**config.mk**
```make
export PLATFORM = sky130hd
export DESIGN_NAME = force_value_decimal_frame_encoder_core
export DESIGN_NICKNAME = d
export VERILOG_FILES = /design/src/hdl/fvd_pkg.sv /design/src/hdl/force_value_decimal_frame_encoder_core.sv /design/src/hdl/fvd_front.sv /design/src/hdl/fvd_round.sv /design/src/hdl/fvd_digit.sv
export SDC_FILE = /design/constraint.sdc
export NUM_CORES = 1
export LEC_CHECK = 0
export ABC_AREA = 1
export BUFFER_PORTS_ARGS = -buffer_cell sky130_fd_sc_hd__buf_2
export CORE_ASPECT_RATIO = 0.7
export CORE_MARGIN = 2
export CORE_UTILIZATION = 31
export CTS_CLUSTER_DIAMETER = 100
export CTS_CLUSTER_SIZE = 30
export DETAILED_ROUTE_END_ITERATION = 7
export HOLD_SLACK_MARGIN = 0.08
export MAX_ROUTING_LAYER = met4
export PLACE_DENSITY_LB_ADDON = 0.25
export SLEW_MARGIN = 0
export SYNTH_ARGS = -nofsm -noshare
export SYNTH_HDL_FRONTEND = slang
export SYNTH_HIERARCHICAL = 1
export SYNTH_SLANG_ARGS = --single-unit
export TNS_END_PERCENT = 5
```
**constraint.sdc**
```tcl
create_clock -name aclk -period 6.15 [get_ports aclk]
set_input_delay 0.3075 -clock aclk [delete_from_list [all_inputs] [get_ports aclk]]
set_output_delay 0.3075 -clock aclk [all_outputs]
set_load 0.05 [all_outputs]
```
**src/hdl/fvd_pkg.sv**
```systemverilog
package fvd_pkg;

    localparam int IN_W       = 40;
    localparam int ID_W       = 11;
    localparam int OUT_DIGITS = 6;
    localparam int CFG_IDX_W  = 1;

    // register indexes on the configuration port
    localparam logic [CFG_IDX_W-1:0] REG_FX_ID = 1'd0;
    localparam logic [CFG_IDX_W-1:0] REG_FY_ID = 1'd1;

    localparam logic [ID_W-1:0] FX_ID_RESET = 11'd256;
    localparam logic [ID_W-1:0] FY_ID_RESET = 11'd257;

    // clamp points of the 16-bit integer part
    localparam logic [15:0] INT_LIMIT = 16'h8000;
    localparam logic [15:0] INT_MAX   = 16'h7FFF;

    typedef struct packed {
        logic                   axis;
        logic signed [IN_W-1:0] force_value;
    } in_t;

    typedef struct packed {
        logic [ID_W-1:0] frame_id;
        logic [7:0]      int_high;
        logic [7:0]      int_low;
        logic [3:0]      digit_tenths;
        logic [3:0]      digit_hundredths;
        logic [3:0]      digit_thousandths;
        logic [3:0]      digit_fourth;
        logic [3:0]      digit_fifth;
        logic [3:0]      digit_sixth;
        logic            saturated;
    } out_t;

    typedef struct packed {
        logic            neg;
        logic [ID_W-1:0] frame_id;
    } meta_t;

    typedef struct packed {
        logic [ID_W-1:0] frame_id;
        logic [15:0]     int_word;
        logic            saturated;
    } side_t;

    typedef logic [OUT_DIGITS-1:0][3:0] digits_t;

    // elaboration-time helpers only
    function automatic logic [63:0] dec_pow(input int n);
        logic [63:0] p;
        p = 64'd1;
        for (int i = 0; i < n; i++) begin
            p = p * 64'd10;
        end
        return p;
    endfunction

    // bits for 0 .. 10**dc inclusive
    function automatic int scale_w(input int dc);
        return $clog2(dec_pow(dc) + 64'd1);
    endfunction

    // bits for 0 .. 10**dc - 1
    function automatic int frac_w(input int dc);
        return $clog2(dec_pow(dc));
    endfunction

endpackage

```
**src/hdl/force_value_decimal_frame_encoder_core.sv**
```systemverilog
// Force sample to CAN payload encoder. Each accepted word is a signed fixed point
// force (FRAC_BITS fractional bits) and an axis select; the block rounds it half
// away from zero to DIGIT_COUNT decimal places and returns the axis frame id, the
// integer part as a big-endian 16-bit two's-complement value, six fraction digits
// and a saturation flag. It takes one sample per clock unless the output stalls,
// and returns results in order through two stages for magnitude and the
// fraction-times-10**DIGIT_COUNT multiply, two for rounding and clamping, and one
// stage for each of the six decimal digits. Every stage holds under backpressure,
// so no sample is dropped or repeated. The two frame ids are to be written through
// the cfg port only while the pipeline is empty; the block does not enforce this.
module force_value_decimal_frame_encoder_core
    import fvd_pkg::*;
#(
    parameter int FRAC_BITS   = 24,
    parameter int DIGIT_COUNT = 6
) (
    input  logic                 aclk,
    input  logic                 aresetn,
    input  logic                 s_valid,
    output logic                 s_ready,
    input  in_t                  s_data,
    output logic                 m_valid,
    input  logic                 m_ready,
    output out_t                 m_data,
    input  logic                 cfg_we,
    input  logic [CFG_IDX_W-1:0] cfg_addr,
    input  logic [ID_W-1:0]      cfg_wdata
);

    localparam int SCALE_W = scale_w(DIGIT_COUNT);
    localparam int FRAC_W  = frac_w(DIGIT_COUNT);
    localparam int IPART_W = IN_W - FRAC_BITS;

    logic [ID_W-1:0] fx_id_reg;
    logic [ID_W-1:0] fy_id_reg;

    always_ff @(posedge aclk) begin
        if (!aresetn) begin
            fx_id_reg <= FX_ID_RESET;
            fy_id_reg <= FY_ID_RESET;
        end else if (cfg_we) begin
            case (cfg_addr)
                REG_FX_ID: fx_id_reg <= cfg_wdata;
                REG_FY_ID: fy_id_reg <= cfg_wdata;
                default: ;
            endcase
        end
    end

    logic                         fr_valid;
    logic                         fr_ready;
    meta_t                        fr_meta;
    logic [IPART_W-1:0]           fr_ipart;
    logic [FRAC_BITS+SCALE_W-1:0] fr_prod;

    logic    dg_valid  [0:OUT_DIGITS];
    logic    dg_ready  [0:OUT_DIGITS];
    side_t   dg_side   [0:OUT_DIGITS];
    logic [FRAC_W-1:0] dg_rem [0:OUT_DIGITS];
    digits_t dg_digits [0:OUT_DIGITS];

    fvd_front #(
        .FRAC_BITS   (FRAC_BITS),
        .DIGIT_COUNT (DIGIT_COUNT)
    ) u_front (
        .aclk      (aclk),
        .aresetn   (aresetn),
        .in_valid  (s_valid),
        .in_ready  (s_ready),
        .in_data   (s_data),
        .fx_id     (fx_id_reg),
        .fy_id     (fy_id_reg),
        .out_valid (fr_valid),
        .out_ready (fr_ready),
        .out_meta  (fr_meta),
        .out_ipart (fr_ipart),
        .out_prod  (fr_prod)
    );

    fvd_round #(
        .FRAC_BITS   (FRAC_BITS),
        .DIGIT_COUNT (DIGIT_COUNT)
    ) u_round (
        .aclk      (aclk),
        .aresetn   (aresetn),
        .in_valid  (fr_valid),
        .in_ready  (fr_ready),
        .in_meta   (fr_meta),
        .in_ipart  (fr_ipart),
        .in_prod   (fr_prod),
        .out_valid (dg_valid[0]),
        .out_ready (dg_ready[0]),
        .out_side  (dg_side[0]),
        .out_frac  (dg_rem[0])
    );

    assign dg_digits[0] = '0;

    for (genvar k = 0; k < OUT_DIGITS; k++) begin : g_digit
        fvd_digit #(
            .DIGIT_COUNT (DIGIT_COUNT),
            .POS         (k)
        ) u_digit (
            .aclk       (aclk),
            .aresetn    (aresetn),
            .in_valid   (dg_valid[k]),
            .in_ready   (dg_ready[k]),
            .in_side    (dg_side[k]),
            .in_rem     (dg_rem[k]),
            .in_digits  (dg_digits[k]),
            .out_valid  (dg_valid[k+1]),
            .out_ready  (dg_ready[k+1]),
            .out_side   (dg_side[k+1]),
            .out_rem    (dg_rem[k+1]),
            .out_digits (dg_digits[k+1])
        );
    end

    assign m_valid                = dg_valid[OUT_DIGITS];
    assign dg_ready[OUT_DIGITS]   = m_ready;

    always_comb begin
        m_data.frame_id          = dg_side[OUT_DIGITS].frame_id;
        m_data.int_high          = dg_side[OUT_DIGITS].int_word[15:8];
        m_data.int_low           = dg_side[OUT_DIGITS].int_word[7:0];
        m_data.digit_tenths      = dg_digits[OUT_DIGITS][0];
        m_data.digit_hundredths  = dg_digits[OUT_DIGITS][1];
        m_data.digit_thousandths = dg_digits[OUT_DIGITS][2];
        m_data.digit_fourth      = dg_digits[OUT_DIGITS][3];
        m_data.digit_fifth       = dg_digits[OUT_DIGITS][4];
        m_data.digit_sixth       = dg_digits[OUT_DIGITS][5];
        m_data.saturated         = dg_side[OUT_DIGITS].saturated;
    end

    // remainder past the last digit is dropped
    logic unused_rem;
    assign unused_rem = ^dg_rem[OUT_DIGITS];

endmodule

```
**src/hdl/fvd_front.sv**
```systemverilog
module fvd_front
    import fvd_pkg::*;
#(
    parameter int FRAC_BITS   = 24,
    parameter int DIGIT_COUNT = 6
) (
    input  logic                                      aclk,
    input  logic                                      aresetn,
    input  logic                                      in_valid,
    output logic                                      in_ready,
    input  in_t                                       in_data,
    input  logic [ID_W-1:0]                           fx_id,
    input  logic [ID_W-1:0]                           fy_id,
    output logic                                      out_valid,
    input  logic                                      out_ready,
    output meta_t                                     out_meta,
    output logic [IN_W-FRAC_BITS-1:0]                 out_ipart,
    output logic [FRAC_BITS+scale_w(DIGIT_COUNT)-1:0] out_prod
);

    localparam int          IPART_W = IN_W - FRAC_BITS;
    localparam int          SCALE_W = scale_w(DIGIT_COUNT);
    localparam int          PROD_W  = FRAC_BITS + SCALE_W;
    localparam logic [63:0] SCALE   = dec_pow(DIGIT_COUNT);

    logic              a_valid_reg;
    meta_t             a_meta_reg;
    logic [IN_W-1:0]   a_mag_reg;
    logic              b_valid_reg;
    meta_t             b_meta_reg;
    logic [IPART_W-1:0] b_ipart_reg;
    logic [PROD_W-1:0] b_prod_reg;

    logic              a_ready;
    logic              b_ready;
    meta_t             meta_next;
    logic [IN_W-1:0]   mag_next;
    logic [PROD_W-1:0] prod_next;

    assign b_ready  = !b_valid_reg || out_ready;
    assign a_ready  = !a_valid_reg || b_ready;
    assign in_ready = a_ready;

    always_comb begin
        meta_next.neg      = in_data.force_value[IN_W-1];
        meta_next.frame_id = in_data.axis ? fy_id : fx_id;
        // magnitude of the most negative sample is 2**39, still fits unsigned
        mag_next = meta_next.neg ? (IN_W'(0) - $unsigned(in_data.force_value))
                                 : $unsigned(in_data.force_value);
        prod_next = PROD_W'(a_mag_reg[FRAC_BITS-1:0]) * PROD_W'(SCALE);
    end

    always_ff @(posedge aclk) begin
        if (!aresetn) begin
            a_valid_reg <= 1'b0;
            b_valid_reg <= 1'b0;
        end else begin
            if (a_ready) begin
                a_valid_reg <= in_valid;
            end
            if (b_ready) begin
                b_valid_reg <= a_valid_reg;
            end
        end
    end

    always_ff @(posedge aclk) begin
        if (a_ready && in_valid) begin
            a_meta_reg <= meta_next;
            a_mag_reg  <= mag_next;
        end
        if (b_ready && a_valid_reg) begin
            b_meta_reg  <= a_meta_reg;
            b_ipart_reg <= a_mag_reg[IN_W-1:FRAC_BITS];
            b_prod_reg  <= prod_next;
        end
    end

    assign out_valid = b_valid_reg;
    assign out_meta  = b_meta_reg;
    assign out_ipart = b_ipart_reg;
    assign out_prod  = b_prod_reg;

endmodule

```
**src/hdl/fvd_round.sv**
```systemverilog
module fvd_round
    import fvd_pkg::*;
#(
    parameter int FRAC_BITS   = 24,
    parameter int DIGIT_COUNT = 6
) (
    input  logic                                      aclk,
    input  logic                                      aresetn,
    input  logic                                      in_valid,
    output logic                                      in_ready,
    input  meta_t                                     in_meta,
    input  logic [IN_W-FRAC_BITS-1:0]                 in_ipart,
    input  logic [FRAC_BITS+scale_w(DIGIT_COUNT)-1:0] in_prod,
    output logic                                      out_valid,
    input  logic                                      out_ready,
    output side_t                                     out_side,
    output logic [frac_w(DIGIT_COUNT)-1:0]            out_frac
);

    localparam int          IPART_W = IN_W - FRAC_BITS;
    localparam int          INT_W   = IPART_W + 1;
    localparam int          EXT_W   = INT_W + 16;
    localparam int          SCALE_W = scale_w(DIGIT_COUNT);
    localparam int          FRAC_W  = frac_w(DIGIT_COUNT);
    localparam int          PROD_W  = FRAC_BITS + SCALE_W;
    localparam logic [63:0] SCALE   = dec_pow(DIGIT_COUNT);

    logic              c_valid_reg;
    meta_t             c_meta_reg;
    logic [INT_W-1:0]  c_int_reg;
    logic [FRAC_W-1:0] c_frac_reg;
    logic              d_valid_reg;
    side_t             d_side_reg;
    logic [FRAC_W-1:0] d_frac_reg;

    logic               c_ready;
    logic               d_ready;
    logic [PROD_W-1:0]  rounded;
    logic [SCALE_W-1:0] fround;
    logic               carry;
    logic [INT_W-1:0]   int_next;
    logic [FRAC_W-1:0]  frac_next;
    logic [EXT_W-1:0]   int_ext;
    logic               ovf;
    logic [15:0]        mag16;
    side_t              side_next;
    logic [FRAC_W-1:0]  frac_sat_next;

    assign d_ready  = !d_valid_reg || out_ready;
    assign c_ready  = !c_valid_reg || d_ready;
    assign in_ready = c_ready;

    always_comb begin
        // half away from zero on the magnitude
        rounded   = in_prod + (PROD_W'(1) << (FRAC_BITS - 1));
        fround    = rounded[PROD_W-1:FRAC_BITS];
        carry     = (fround == SCALE_W'(SCALE));
        int_next  = INT_W'(in_ipart) + INT_W'(carry);
        frac_next = carry ? '0 : fround[FRAC_W-1:0];

        int_ext = EXT_W'(c_int_reg);
        if (c_meta_reg.neg) begin
            ovf = int_ext > EXT_W'(INT_LIMIT);
        end else begin
            ovf = int_ext >= EXT_W'(INT_LIMIT);
        end
        if (ovf) begin
            mag16 = c_meta_reg.neg ? INT_LIMIT : INT_MAX;
        end else begin
            mag16 = int_ext[15:0];
        end
        side_next.frame_id  = c_meta_reg.frame_id;
        side_next.int_word  = c_meta_reg.neg ? (16'd0 - mag16) : mag16;
        side_next.saturated = ovf;
        frac_sat_next       = ovf ? FRAC_W'(SCALE - 64'd1) : c_frac_reg;
    end

    always_ff @(posedge aclk) begin
        if (!aresetn) begin
            c_valid_reg <= 1'b0;
            d_valid_reg <= 1'b0;
        end else begin
            if (c_ready) begin
                c_valid_reg <= in_valid;
            end
            if (d_ready) begin
                d_valid_reg <= c_valid_reg;
            end
        end
    end

    always_ff @(posedge aclk) begin
        if (c_ready && in_valid) begin
            c_meta_reg <= in_meta;
            c_int_reg  <= int_next;
            c_frac_reg <= frac_next;
        end
        if (d_ready && c_valid_reg) begin
            d_side_reg <= side_next;
            d_frac_reg <= frac_sat_next;
        end
    end

    assign out_valid = d_valid_reg;
    assign out_side  = d_side_reg;
    assign out_frac  = d_frac_reg;

endmodule

```
**src/hdl/fvd_digit.sv**
```systemverilog
module fvd_digit
    import fvd_pkg::*;
#(
    parameter int DIGIT_COUNT = 6,
    parameter int POS         = 0
) (
    input  logic                           aclk,
    input  logic                           aresetn,
    input  logic                           in_valid,
    output logic                           in_ready,
    input  side_t                          in_side,
    input  logic [frac_w(DIGIT_COUNT)-1:0] in_rem,
    input  digits_t                        in_digits,
    output logic                           out_valid,
    input  logic                           out_ready,
    output side_t                          out_side,
    output logic [frac_w(DIGIT_COUNT)-1:0] out_rem,
    output digits_t                        out_digits
);

    localparam int          FRAC_W = frac_w(DIGIT_COUNT);
    localparam bit          ACTIVE = (POS < DIGIT_COUNT);
    // weight of this digit; unused past the last digit
    localparam logic [63:0] STEP   = ACTIVE ? dec_pow(DIGIT_COUNT - 1 - POS) : 64'd1;

    logic              valid_reg;
    side_t             side_reg;
    logic [FRAC_W-1:0] rem_reg;
    digits_t           digits_reg;

    logic              stage_ready;
    logic [3:0]        digit;
    logic [FRAC_W-1:0] sub;
    digits_t           digits_next;

    assign stage_ready = !valid_reg || out_ready;
    assign in_ready    = stage_ready;

    // thresholds are independent compares, the largest one passed gives the digit
    always_comb begin
        digit = 4'd0;
        sub   = '0;
        for (int m = 1; m <= 9; m++) begin
            if (ACTIVE && (64'(in_rem) >= STEP * 64'(m))) begin
                digit = 4'(m);
                sub   = FRAC_W'(STEP * 64'(m));
            end
        end
        digits_next      = in_digits;
        digits_next[POS] = digit;
    end

    always_ff @(posedge aclk) begin
        if (!aresetn) begin
            valid_reg <= 1'b0;
        end else if (stage_ready) begin
            valid_reg <= in_valid;
        end
    end

    always_ff @(posedge aclk) begin
        if (stage_ready && in_valid) begin
            side_reg   <= in_side;
            rem_reg    <= in_rem - sub;
            digits_reg <= digits_next;
        end
    end

    assign out_valid  = valid_reg;
    assign out_side   = side_reg;
    assign out_rem    = rem_reg;
    assign out_digits = digits_reg;

endmodule

```
Yosys cells after proc, flatten, opt, wreduce, memory -nomap -nowiden
Cells that the tools add are included.
{"block": "word_totals", "input_bits": 58, "output_inout_bits": 54, "elab_cells": 283, "register_bits": 599}
{"block": "classes", "n_reduce_logical": 38, "n_addsub": 9, "muxes": 99, "bitwise": 1, "eq_ne": 1, "order_cmp": 56, "n_mul": 1}
{"cell": "20-bit two-way mux", "count": 40}
{"cell": "4-bit two-way mux", "count": 37}
{"cell": "20-bit by 10-bit >= comparator with 1-bit output, second input constant", "count": 5}
{"cell": "20-bit subtractor", "count": 5}
{"cell": "20-bit by 13-bit >= comparator with 1-bit output, second input constant", "count": 4}
{"cell": "20-bit by 17-bit >= comparator with 1-bit output, second input constant", "count": 4}
{"cell": "20-bit >= comparator, second input constant", "count": 4}
{"cell": "20-bit by 3-bit >= comparator with 1-bit output, second input constant", "count": 4}
{"cell": "20-bit by 7-bit >= comparator with 1-bit output, second input constant", "count": 4}
{"cell": "20-bit by 16-bit >= comparator with 1-bit output, second input constant", "count": 3}
{"cell": "20-bit by 19-bit >= comparator with 1-bit output, second input constant", "count": 3}
{"cell": "20-bit by 4-bit >= comparator with 1-bit output, second input constant", "count": 3}
{"cell": "20-bit by 6-bit >= comparator with 1-bit output, second input constant", "count": 3}
{"cell": "20-bit by 9-bit >= comparator with 1-bit output, second input constant", "count": 3}
{"cell": "16-bit two-way mux", "count": 3}
{"cell": "44-bit by 24-bit adder with 44-bit output, second input constant", "count": 1}
{"cell": "20-bit by 12-bit >= comparator with 1-bit output, second input constant", "count": 2}
{"cell": "20-bit by 14-bit >= comparator with 1-bit output, second input constant", "count": 2}
{"cell": "20-bit by 15-bit >= comparator with 1-bit output, second input constant", "count": 2}
{"cell": "20-bit by 2-bit >= comparator with 1-bit output, second input constant", "count": 2}
{"cell": "20-bit by 5-bit >= comparator with 1-bit output, second input constant", "count": 2}
{"cell": "1-bit by 40-bit subtractor with 40-bit output, first input constant", "count": 1}
{"cell": "39-bit two-way mux", "count": 1}
{"cell": "24-bit by 14-bit multiplier with 38-bit output, second input constant", "count": 1}
{"cell": "other kinds (21)", "count": 66}

Logic depth before layout (Yosys ltp)
Gate-level depths: netlist (run 1).
{"block": "logic_depth", "word_depth": 12, "depth_mapped": 27, "mapped_depth_nobuf": 26}

Modules after synthesis
Netlist (run 1), hierarchy kept.
{"mod": "fvd_front", "cells_each": 1112, "seq_area_each_um2": 3583.4, "area_each_um2": 10704.0, "n_inst": 1}
{"mod": "fvd_round", "cells_each": 478, "seq_area_each_um2": 2952.8, "area_each_um2": 4815.9, "n_inst": 1}
{"mod": "fvd_digit (g_digit[0].u_digit)", "cells_each": 320, "seq_area_each_um2": 2182.1, "area_each_um2": 3520.9, "n_inst": 1}
{"mod": "fvd_digit (g_digit[2].u_digit)", "cells_each": 305, "seq_area_each_um2": 2182.1, "area_each_um2": 3415.8, "n_inst": 1}
{"mod": "fvd_digit (g_digit[1].u_digit)", "cells_each": 284, "seq_area_each_um2": 2182.1, "area_each_um2": 3410.8, "n_inst": 1}
{"mod": "fvd_digit (g_digit[3].u_digit)", "cells_each": 265, "seq_area_each_um2": 2182.1, "area_each_um2": 3264.4, "n_inst": 1}
{"mod": "fvd_digit (g_digit[4].u_digit)", "cells_each": 236, "seq_area_each_um2": 2182.1, "area_each_um2": 3130.5, "n_inst": 1}
{"mod": "fvd_digit (g_digit[5].u_digit)", "cells_each": 231, "seq_area_each_um2": 2182.1, "area_each_um2": 3010.4, "n_inst": 1}
{"mod": "force_value_decimal_frame_encoder_core", "cells_each": 120, "seq_area_each_um2": 440.4, "area_each_um2": 888.4, "n_inst": 1}

Least setup slack after synthesis (run 1)
No wires, ideal clock.
{"block": "synth_path", "kind": "register to register", "startpoint": "register g_digit[5].u_digit.valid_reg", "endpoint": "register g_digit[0].u_digit.digits_reg, in the netlist g_digit[0].u_digit/out_digits[0], enable pin", "n_path_buf": 0, "synth_period_minus_slack_ns": 5.089, "arrival_ns": 4.563, "path_slack_ns": 1.061, "stages_incl_launch_ff": 12, "setup_time_ns": 0.526, "cell_sequence": "dfxtp_1 -> nand2_1 -> inv_1 -> nand2_1 -> inv_1 -> nand2_1 -> inv_1 -> nand2_1 -> inv_1 -> nand2_1 -> inv_1 -> a21oi_1"}
{"element": "start, declared", "line": "fvd_digit.sv:26", "text": "logic valid_reg;"}
{"element": "start signal, assigned", "line": "fvd_digit.sv:57", "text": "valid_reg <= in_valid;"}
{"element": "end signal, assigned", "line": "fvd_digit.sv:65", "text": "digits_reg <= digits_next;"}
{"element": "end, declared", "line": "fvd_digit.sv:29", "text": "digits_t digits_reg;"}

Worst setup path after layout (run 1)
{"block": "layout_path", "startpoint": "register u_front.a_mag_reg[10]", "endpoint": "register u_front.b_prod_reg[38] (netlist: u_front/out_prod[38]) (data pin)"}
{"block": "layout_between", "elab_chain_cells": 1}
{"element": "start, declared", "line": "fvd_front.sv:28", "text": "logic [IN_W-1:0] a_mag_reg;"}
{"element": "start signal, assigned", "line": "fvd_front.sv:70", "text": "a_mag_reg <= mag_next;"}
{"element": "24-bit by 14-bit multiplier with 38-bit output", "line": "fvd_front.sv:50", "text": "prod_next = PROD_W'(a_mag_reg[FRAC_BITS-1:0]) * PROD_W'(SCALE);"}
{"element": "via u_front.prod_next[38]", "line": "fvd_front.sv:38", "text": "logic [PROD_W-1:0] prod_next;"}
{"element": "end signal, assigned", "line": "fvd_front.sv:75", "text": "b_prod_reg <= prod_next;"}
{"element": "end, declared", "line": "fvd_front.sv:32", "text": "logic [PROD_W-1:0] b_prod_reg;"}
The timed path passes the listed nets, and every way through them passes these cells.
A chain may end at the register's enable or synchronous reset.

==> results.md, run 1 <==
| Group | Item | This run |
|---|---|---|
| detailed routing | Remaining antenna violation count | 0 |
| floorplan | Core box area | 104,100 sq um |
| global routing | Global-route met1 utilization | 0.2079 |
| cells and area | Most frequent cells in the layout | 617 x sky130_fd_sc_hd__nand2_1, 550 x sky130_fd_sc_hd__edfxtp_1, 440 x sky130_fd_sc_hd__inv_1, 287 x sky130_fd_sc_hd__nor2_1, 186 x sky130_fd_sc_hd__ha_1 |
| cells and area | Post-route cell area | 36,060 sq um |
| floorplan | IO Pins | 112 |
| critical path | Worst reg2reg startpoint | u_front/a_mag_reg[10] |
| sta | Setup repair after global routing missed its margin | false |
| global routing | Global-route wire length before repair | 110,800 um |
| min path | Hold_sp | s_data[1] |
| critical path | Cell Chain, Critical Path | inv_1 > fa_1 > fa_1 > inv_1 > fa_1 > fa_1 > ha_1 > inv_1 > fa_1 > inv_1 > ha_1 > nand2_1 > inv_1 > nand2_1 > inv_1 > nand2_1 > nand2_1 > a21oi_1 > nand2_1 > nand2_1 > nand2_1 |
| sta | Final total negative setup slack | 0 ns |
| pwr | Max IR drop VDD | 0.0006699 V |
| critical path | Number of cells traversed by the worst register-to-register path | 21 |
| detailed routing | Detailed router's first-iteration violation count | 1,376 |
| floorplan | Width of the die | 390.8 um |
| critical path | Cell family with most CP delay | adder cells |
| logic synthesis | Number of cells produced by synthesis | 3,112 |
| cts | Count of buffers added by post-CTS timing repair for setup | 0 |
| critical path | Slowest cell delay on critical path | 0.57 ns |
| detailed routing | Residual DRC count | 0 |
| cells and area | Most common library cell in the layout ignoring fill and taps | sky130_fd_sc_hd__nand2_1 |
| cts | Inserted Clock Buffers | 26 |
| cells and area | Largest register FFs | 168 |
| critical path | Most common cell type on the critical path | sky130_fd_sc_hd__nand2_1 |
| floorplan | Core Rows | 99 |
| detailed routing | Routed wirelength normalized by instance count | 14.76 um |
| cells and area | Final instance count without filler cells | 4,665 |
| sta | Total setup violations reported at the end of the flow | 0 |
| logic synthesis | Post-synthesis area per instance | 10.43 sq um |
| cells and area | Proportion of layout cells with a drive suffix above 1 | 0.1179 |
| placed design | DP Area | 34,740 sq um |
| logic synthesis | Netlist area before placement | 32,460 sq um |
| pwr | Leakage component of the power | 14.75 nW |
| critical path | Required time worst endpoint | 6.56 ns |
| logic synthesis | Synthesized Nets | 3,456 |
| sta | Time the final worst path needs with I/O delays and setup | 5.311 ns |
| cts | Clock slew at reported path FFs | 0.12 ns |
| sta | Final number of hold-violating endpoints | 0 |
| critical path | Type of element launching the critical path | flip-flop |
| sta | Share of the clock period used by the worst path | 0.8636 |
| cts | Post-CTS resize count | 0 |
| critical path | Buffer and inverter count on the worst path | 6 |
| cells and area | Multi-input gate area | 13,420 sq um |
| global routing | Largest net degree at the start of global routing | 65 |
| cts | Maximum count of clock buffers along a single path | 3 |
| floorplan | Floorplan die area | 107,400 sq um |
| global routing | Layer with the highest usage after global routing | met1 |
| sta | Achievable clock frequency | 188.3 MHz |
| placed design | Placed cells | 4,575 |
| global routing | Number of antenna violations at the first check in global routing | 2 |
| detailed routing | Drt via density | 4.432 |
| critical path | End of the worst register-to-register path | u_front/out_prod[38] |
| critical path | Highest net fanout along the worst path | 5 |
| critical path | Reg2Reg Setup Slack | 0.84 ns |
| floorplan | Starting Density | 0.3120 |
| global routing | Leftover overflow at the end of global routing | 0 |
| critical path | Type of the worst setup path | flip-flop to flip-flop |
| floorplan | Height of the die | 274.7 um |
| sta | Worst-Margin Slew | 0.9412 ns |
| critical path | Worst path slowest cell | sky130_fd_sc_hd__fa_1 |
| cts | Skew-Pair Late Insertion Delay | 0.63 ns |
| detailed routing | Final Routed Wirelength | 68,840 um |
| min path | Worst Hold Class | primary input to flip-flop |
| global routing | Global routing usage on met3 | 0.01964 |
| cells and area | Final layout net count | 3,630 |
| cells and area | Relative area change from synthesis to final layout | 11.09% |
| min path | Cell count of the worst hold path | 3 |
| detailed routing | Vias after detailed routing | 20,680 |
| sta | Clock skew | 0.03827 ns |
| detailed routing | Detailed-router iteration count before antenna repair | 5 |
| sta | Max-slew violations | 0 |
| cts | Clock Tree Root | sky130_fd_sc_hd__clkbuf_16 |
| cts | Number of sinks on the clock net | 582 |
| global routing | Global-route met2 utilization | 0.1790 |
| placed design | Post-detail-place hpwl | 53,120 um |
| run status | Status | complete, no violations |
| sta | Worst slew margin relative to its limit | 0.3725 |
| cts | Number of hold buffers added after cts | 46 |
| cts | Clock H-tree levels | 1 |
| min path | Capture endpoint of the worst hold path | u_front/a_mag_reg[1] |
| global routing | Overall routing resource usage | 0.1320 |
| cells and area | Area taken by flip-flops and latches | 17,160 sq um |
| cells and area | Filler cell count | 10,500 |
| global routing | Via count of the first global-routing pass | 19,770 |
| placed design | Buffers on Ports | 111 |
| cts | CTS tree | built |
| critical path | Endpoint arrival time on the critical path | 5.72 ns |
| pwr | Power per Cell Area | 456.5 nW/um^2 |
| critical path | Sort of element at the end of the critical path | flip-flop |
| logic synthesis | Count of yosys warnings during synthesis | 6 |
| placed design | Routability-driven placement congestion ratio | 0.8835 |
| flow run | Total of max-cap violations | 0 |
-- per-stage QoR --
step                      power [mW]  worst slack, ns    util  hold WS (ns)
after floorplan                11.79            1.326       -        0.4003
after global placement         14.45           0.8217  0.3339        0.4010
after detailed placement       14.41           0.8303  0.3339        0.4045
after CTS                      16.68           0.8081  0.3465       0.08096
after global routing           18.25           0.5411  0.3465       0.09413
final                          16.46           0.8386  0.3465        0.1210
-- area by class of cell --
| class | instances | share of cell area |
|---|---|---|
| diodes | 2 | 0.0001388 |
| clock buffers | 34 | 0.01947 |
| clock inverters | 8 | 0.004164 |
| inverters | 482 | 0.05039 |
| multi-input cells | 2026 | 0.3723 |
| flip-flops and latches | 582 | 0.4758 |
| well taps | 1363 | 0.04730 |
| repair buffers | 168 | 0.03047 |
-- worst max-delay path by stage --
stage,start,endpoint,depth (start not counted)
final,u_front/a_mag_reg[10],u_front/out_prod[38],21
after global routing,u_front/a_mag_reg[10],u_front/out_prod[38],21
after CTS,u_front/a_mag_reg[10],u_front/out_prod[40],19
after detailed placement,u_front/a_mag_reg[10],u_front/out_prod[40],19
after global placement,u_front/a_mag_reg[10],u_front/out_prod[40],19
after floorplan,u_front/a_mag_reg[1],u_front/out_prod[43],21
-- power breakdown --
part | switching [mW] | internal [mW]
logic | 6.07 | 3.19
registers | 0.184 | 4.85
clock network | 1.29 | 0.873
-- worst register-to-register path: cells and delay by family (launching register included) --
kind	cells	cell delay, ns
and+or+nand+nor	7	0.69
AOI/OAI and AO/OA	1	0.17
DFF	1	0.53
adders and majority gates	7	3.15
buffers and inverters	6	0.54
-- metal layers --
metal	routed length, um	up-vias
met4	839	0
met1	37690	9580
li1	-	10630
met5	0	-
met2	27040	417
met3	3277	51
Power figures use the tool's default switching activity.
==> run 2: changes to the inputs <==
--- a/config.mk
+++ b/config.mk
@@ -9,7 +9,7 @@
 export BUFFER_PORTS_ARGS = -buffer_cell sky130_fd_sc_hd__buf_2
 export CORE_ASPECT_RATIO = 0.7
 export CORE_MARGIN = 2
-export CORE_UTILIZATION = 31
+export CORE_UTILIZATION = 50
 export CTS_CLUSTER_DIAMETER = 100
 export CTS_CLUSTER_SIZE = 30
 export DETAILED_ROUTE_END_ITERATION = 7
==> run 2 against run 1 <==
Cell count is 11% lower; via count up 2.4%; total power up 0.83%; maximum frequency decreased by 1.9%; critical path type unchanged; first-iteration DRC count up 13%; clock skew up 0.0019 ns; critical path depth shrank 3; register-to-register slack worse by 0.11 ns; combinational power is 3.9% higher; highest routed layer unchanged; cell area is 2.2% lower; non-clock buffer count is 5 lower; hold slack better by 0.0038 ns.
==> results.md, run 2 (same netlist as run 1, synthesis figures left out) <==
| Group | Item | This run | vs previous |
|---|---|---|---|
| cts | Clock slew at reported path FFs | 0.12 ns | about the same |
| detailed routing | Vias after detailed routing | 21,170 | +2.4% |
| cells and area | Most common library cell in the layout ignoring fill and taps | sky130_fd_sc_hd__nand2_1 |  |
| detailed routing | Routed wirelength normalized by instance count | 15.55 um | +5.3% |
| pwr | Leakage component of the power | 14.66 nW | -0.60% |
| flow run | Total of max-cap violations | 0 | unchanged |
| min path | Worst Hold Class | primary input to flip-flop |  |
| floorplan | Height of the die | 217.2 um | -21% |
| cells and area | Final instance count without filler cells | 4,168 | -11% |
| detailed routing | Remaining antenna violation count | 0 | unchanged |
| sta | Share of the clock period used by the worst path | 0.8807 | +0.01709 |
| cells and area | Multi-input gate area | 13,420 sq um | unchanged |
| sta | Achievable clock frequency | 184.6 MHz | -1.9% |
| sta | Final number of hold-violating endpoints | 0 | unchanged |
| cells and area | Largest register FFs | 168 | unchanged |
| critical path | Number of cells traversed by the worst register-to-register path | 18 | -14% |
| global routing | Number of antenna violations at the first check in global routing | 0 | -2 |
| floorplan | Starting Density | 0.5032 | +0.1912 |
| detailed routing | Detailed-router iteration count before antenna repair | 8 | +3 |
| critical path | End of the worst register-to-register path | u_front/out_prod[41] |  |
| cts | CTS tree | built |  |
| global routing | Leftover overflow at the end of global routing | 0 | unchanged |
| placed design | Routability-driven placement congestion ratio | 0.9082 | +2.8% |
| run status | Status | complete, no violations |  |
| cts | Number of hold buffers added after cts | 41 | -11% |
| sta | Total setup violations reported at the end of the flow | 0 | unchanged |
| sta | Final total negative setup slack | 0 ns | unchanged |
| cells and area | Proportion of layout cells with a drive suffix above 1 | 0.1162 | -0.001699 |
| cells and area | Final core occ | 0.5467 | +0.2001 |
| cts | Skew-Pair Late Insertion Delay | 0.61 ns | -0.02 ns |
| placed design | Placed cells | 4,092 | -11% |
| critical path | Sort of element at the end of the critical path | flip-flop |  |
| pwr | Sw Ratio | 0.4622 | +0.003832 |
| global routing | Global-route wire length before repair | 106,500 um | -3.8% |
| detailed routing | Drt via density | 5.079 | +15% |
| pwr | Net Sw Power | 7.672 mW | +1.7% |
| placed design | Buffers on Ports | 111 | unchanged |
| cells and area | Number of inserted diodes | 0 | -2 |
| sta | Worst slew margin relative to its limit | 0.3623 | -0.01021 |
| sta | Clock skew | 0.04012 ns | +0.001856 ns |
| floorplan | IO Pins | 112 | unchanged |
| placed design | Post-detail-place hpwl | 49,980 um | -5.9% |
| cts | Clock H-tree levels | 1 | unchanged |
| detailed routing | Residual DRC count | 0 | unchanged |
| critical path | Required time worst endpoint | 6.53 ns | -0.03 ns |
| cells and area | Filler cell count | 5,525 | -47% |
| floorplan | Floorplan die area | 67,000 sq um | -38% |
| floorplan | Core Rows | 78 | -21% |
| cts | Post-CTS resize count | 0 | unchanged |
| detailed routing | Detailed router's first-iteration violation count | 1,557 | +13% |
| critical path | Endpoint arrival time on the critical path | 5.80 ns | +0.08 ns |
| cells and area | Most frequent cells in the layout | 617 x sky130_fd_sc_hd__nand2_1, 550 x sky130_fd_sc_hd__edfxtp_1, 440 x sky130_fd_sc_hd__inv_1, 287 x sky130_fd_sc_hd__nor2_1, 186 x sky130_fd_sc_hd__ha_1 |  |
| sta | Setup repair after global routing missed its margin | false |  |
| critical path | Worst reg2reg startpoint | u_front/a_mag_reg[4] |  |
| floorplan | Core box area | 64,510 sq um | -38% |
| critical path | Type of the worst setup path | flip-flop to flip-flop |  |
| cts | Count of buffers added by post-CTS timing repair for setup | 0 | unchanged |
| global routing | Via count of the first global-routing pass | 20,660 | +4.5% |
| critical path | Startpoint of the most critical setup path | u_front/a_mag_reg[4] |  |
| critical path | Type of element launching the critical path | flip-flop |  |
| cts | Clock Tree Root | sky130_fd_sc_hd__clkbuf_16 |  |
| critical path | Reg2Reg Setup Slack | 0.73 ns | -0.11 ns |
| pwr | Reg power frac | 0.304 | -0.002 |
| cts | Number of sinks on the clock net | 582 | unchanged |
| sta | Worst-Margin Slew | 0.9565 ns | +0.01531 ns |
| pwr | Relative contribution of the clock network to total power | 0.117 | -0.014 |
| cells and area | Final layout net count | 3,623 | -0.19% |
| critical path | Setup crit end | u_front/out_prod[41] |  |
| cts | Inserted Clock Buffers | 24 | -7.7% |
| pwr | Part of the power in combinational logic | 0.579 | +0.016 |
| pwr | Total power consumption of the routed design | 16.60 mW | +0.83% |
| floorplan | Width of the die | 308.5 um | -21% |
| critical path | Highest net fanout along the worst path | 5 | unchanged |
| cells and area | Relative area change from synthesis to final layout | 8.646% |  |
| pwr | Power per Cell Area | 470.7 nW/um^2 | +3.1% |
| global routing | Largest net degree at the start of global routing | 69 | +6.2% |
| pwr | Internal | 8.926 mW | +0.12% |
| detailed routing | Final Routed Wirelength | 64,790 um | -5.9% |
| cts | Maximum count of clock buffers along a single path | 3 | unchanged |
| cells and area | Area taken by flip-flops and latches | 17,160 sq um | unchanged |
| pwr | Max IR drop VDD | 0.0006365 V | -5.0% |
| sta | Max-slew violations | 0 | unchanged |
| global routing | Overall routing resource usage | 0.2020 | +0.06996 |
| sta | Time the final worst path needs with I/O delays and setup | 5.416 ns | +0.1051 ns |
==> run 2: power by group through the flow <==
stage,sequential (mW),combinational [mW],clock [mW]
floorplan,5.05,6.74,0
global placement,5.14,9.53,0
CTS,5.05,9.60,2.03
global route,5.08,11.0,2.14
finish,5.05,9.62,1.94
detailed placement,5.14,9.47,0
==> run 2: layout make-up <==
type	instances	share of cell area
clock buffer	32	0.01877
clock inverter	3	0.001632
inverter	482	0.05152
multi-input combinational	2026	0.3806
sequential	582	0.4865
tap	880	0.03122
timing repair buffer	163	0.02973
==> run 2: stage by stage <==
step | area [sq um] | setup WS (ns) | hold WS, ns
final | 35270 | 0.7335 | 0.1248
after global routing | 35270 | 0.4658 | 0.09132
after CTS | 35270 | 0.7459 | 0.08030
after detailed placement | 34140 | 0.7303 | 0.4045
after global placement | 34140 | 0.7178 | 0.4014
after floorplan | 32460 | 1.326 | 0.4003
==> run 2: how the worst min path moves through the flow <==
stage,from,end,slack [ns],cells after the start
after floorplan,u_round/out_frac[0],g_digit[0].u_digit/out_rem[0],0.40,0
after global placement,g_digit[1].u_digit/out_side[4],g_digit[2].u_digit/out_side[4],0.40,0
after detailed placement,u_round/out_frac[0],g_digit[0].u_digit/out_rem[0],0.40,0
after CTS,s_data[17],u_front/a_mag_reg[17],0.08,3
after global routing,s_data[10],u_front/a_mag_reg[10],0.09,2
final,s_data[17],u_front/a_mag_reg[17],0.12,3
==> run 2: layer usage <==
layer  track usage  share of wire  vias to the layer above
li1              -              -                    10620
met1        0.2894           0.49                     9923
met2        0.3134           0.45                      548
met3       0.01597          0.039                       80
met4       0.05220          0.027                        0
met5             -              0                        -
==> run 2: critical path, stage by stage, from the launching register on <==
cell and delay, ns:
sky130_fd_sc_hd__edfxtp_1 0.51, sky130_fd_sc_hd__inv_1 0.17, sky130_fd_sc_hd__fa_1 0.55, sky130_fd_sc_hd__inv_1 0.05
sky130_fd_sc_hd__fa_1 0.51, sky130_fd_sc_hd__fa_1 0.60, sky130_fd_sc_hd__fa_1 0.44, sky130_fd_sc_hd__ha_1 0.30
sky130_fd_sc_hd__inv_1 0.06, sky130_fd_sc_hd__fa_1 0.51, sky130_fd_sc_hd__inv_1 0.04, sky130_fd_sc_hd__ha_1 0.38
sky130_fd_sc_hd__nand2_1 0.14, sky130_fd_sc_hd__o21ai_0 0.40, sky130_fd_sc_hd__a21oi_1 0.07, sky130_fd_sc_hd__nand2_1 0.21
sky130_fd_sc_hd__nand2_1 0.11, sky130_fd_sc_hd__nand3_1 0.10, sky130_fd_sc_hd__nand2_1 0.05
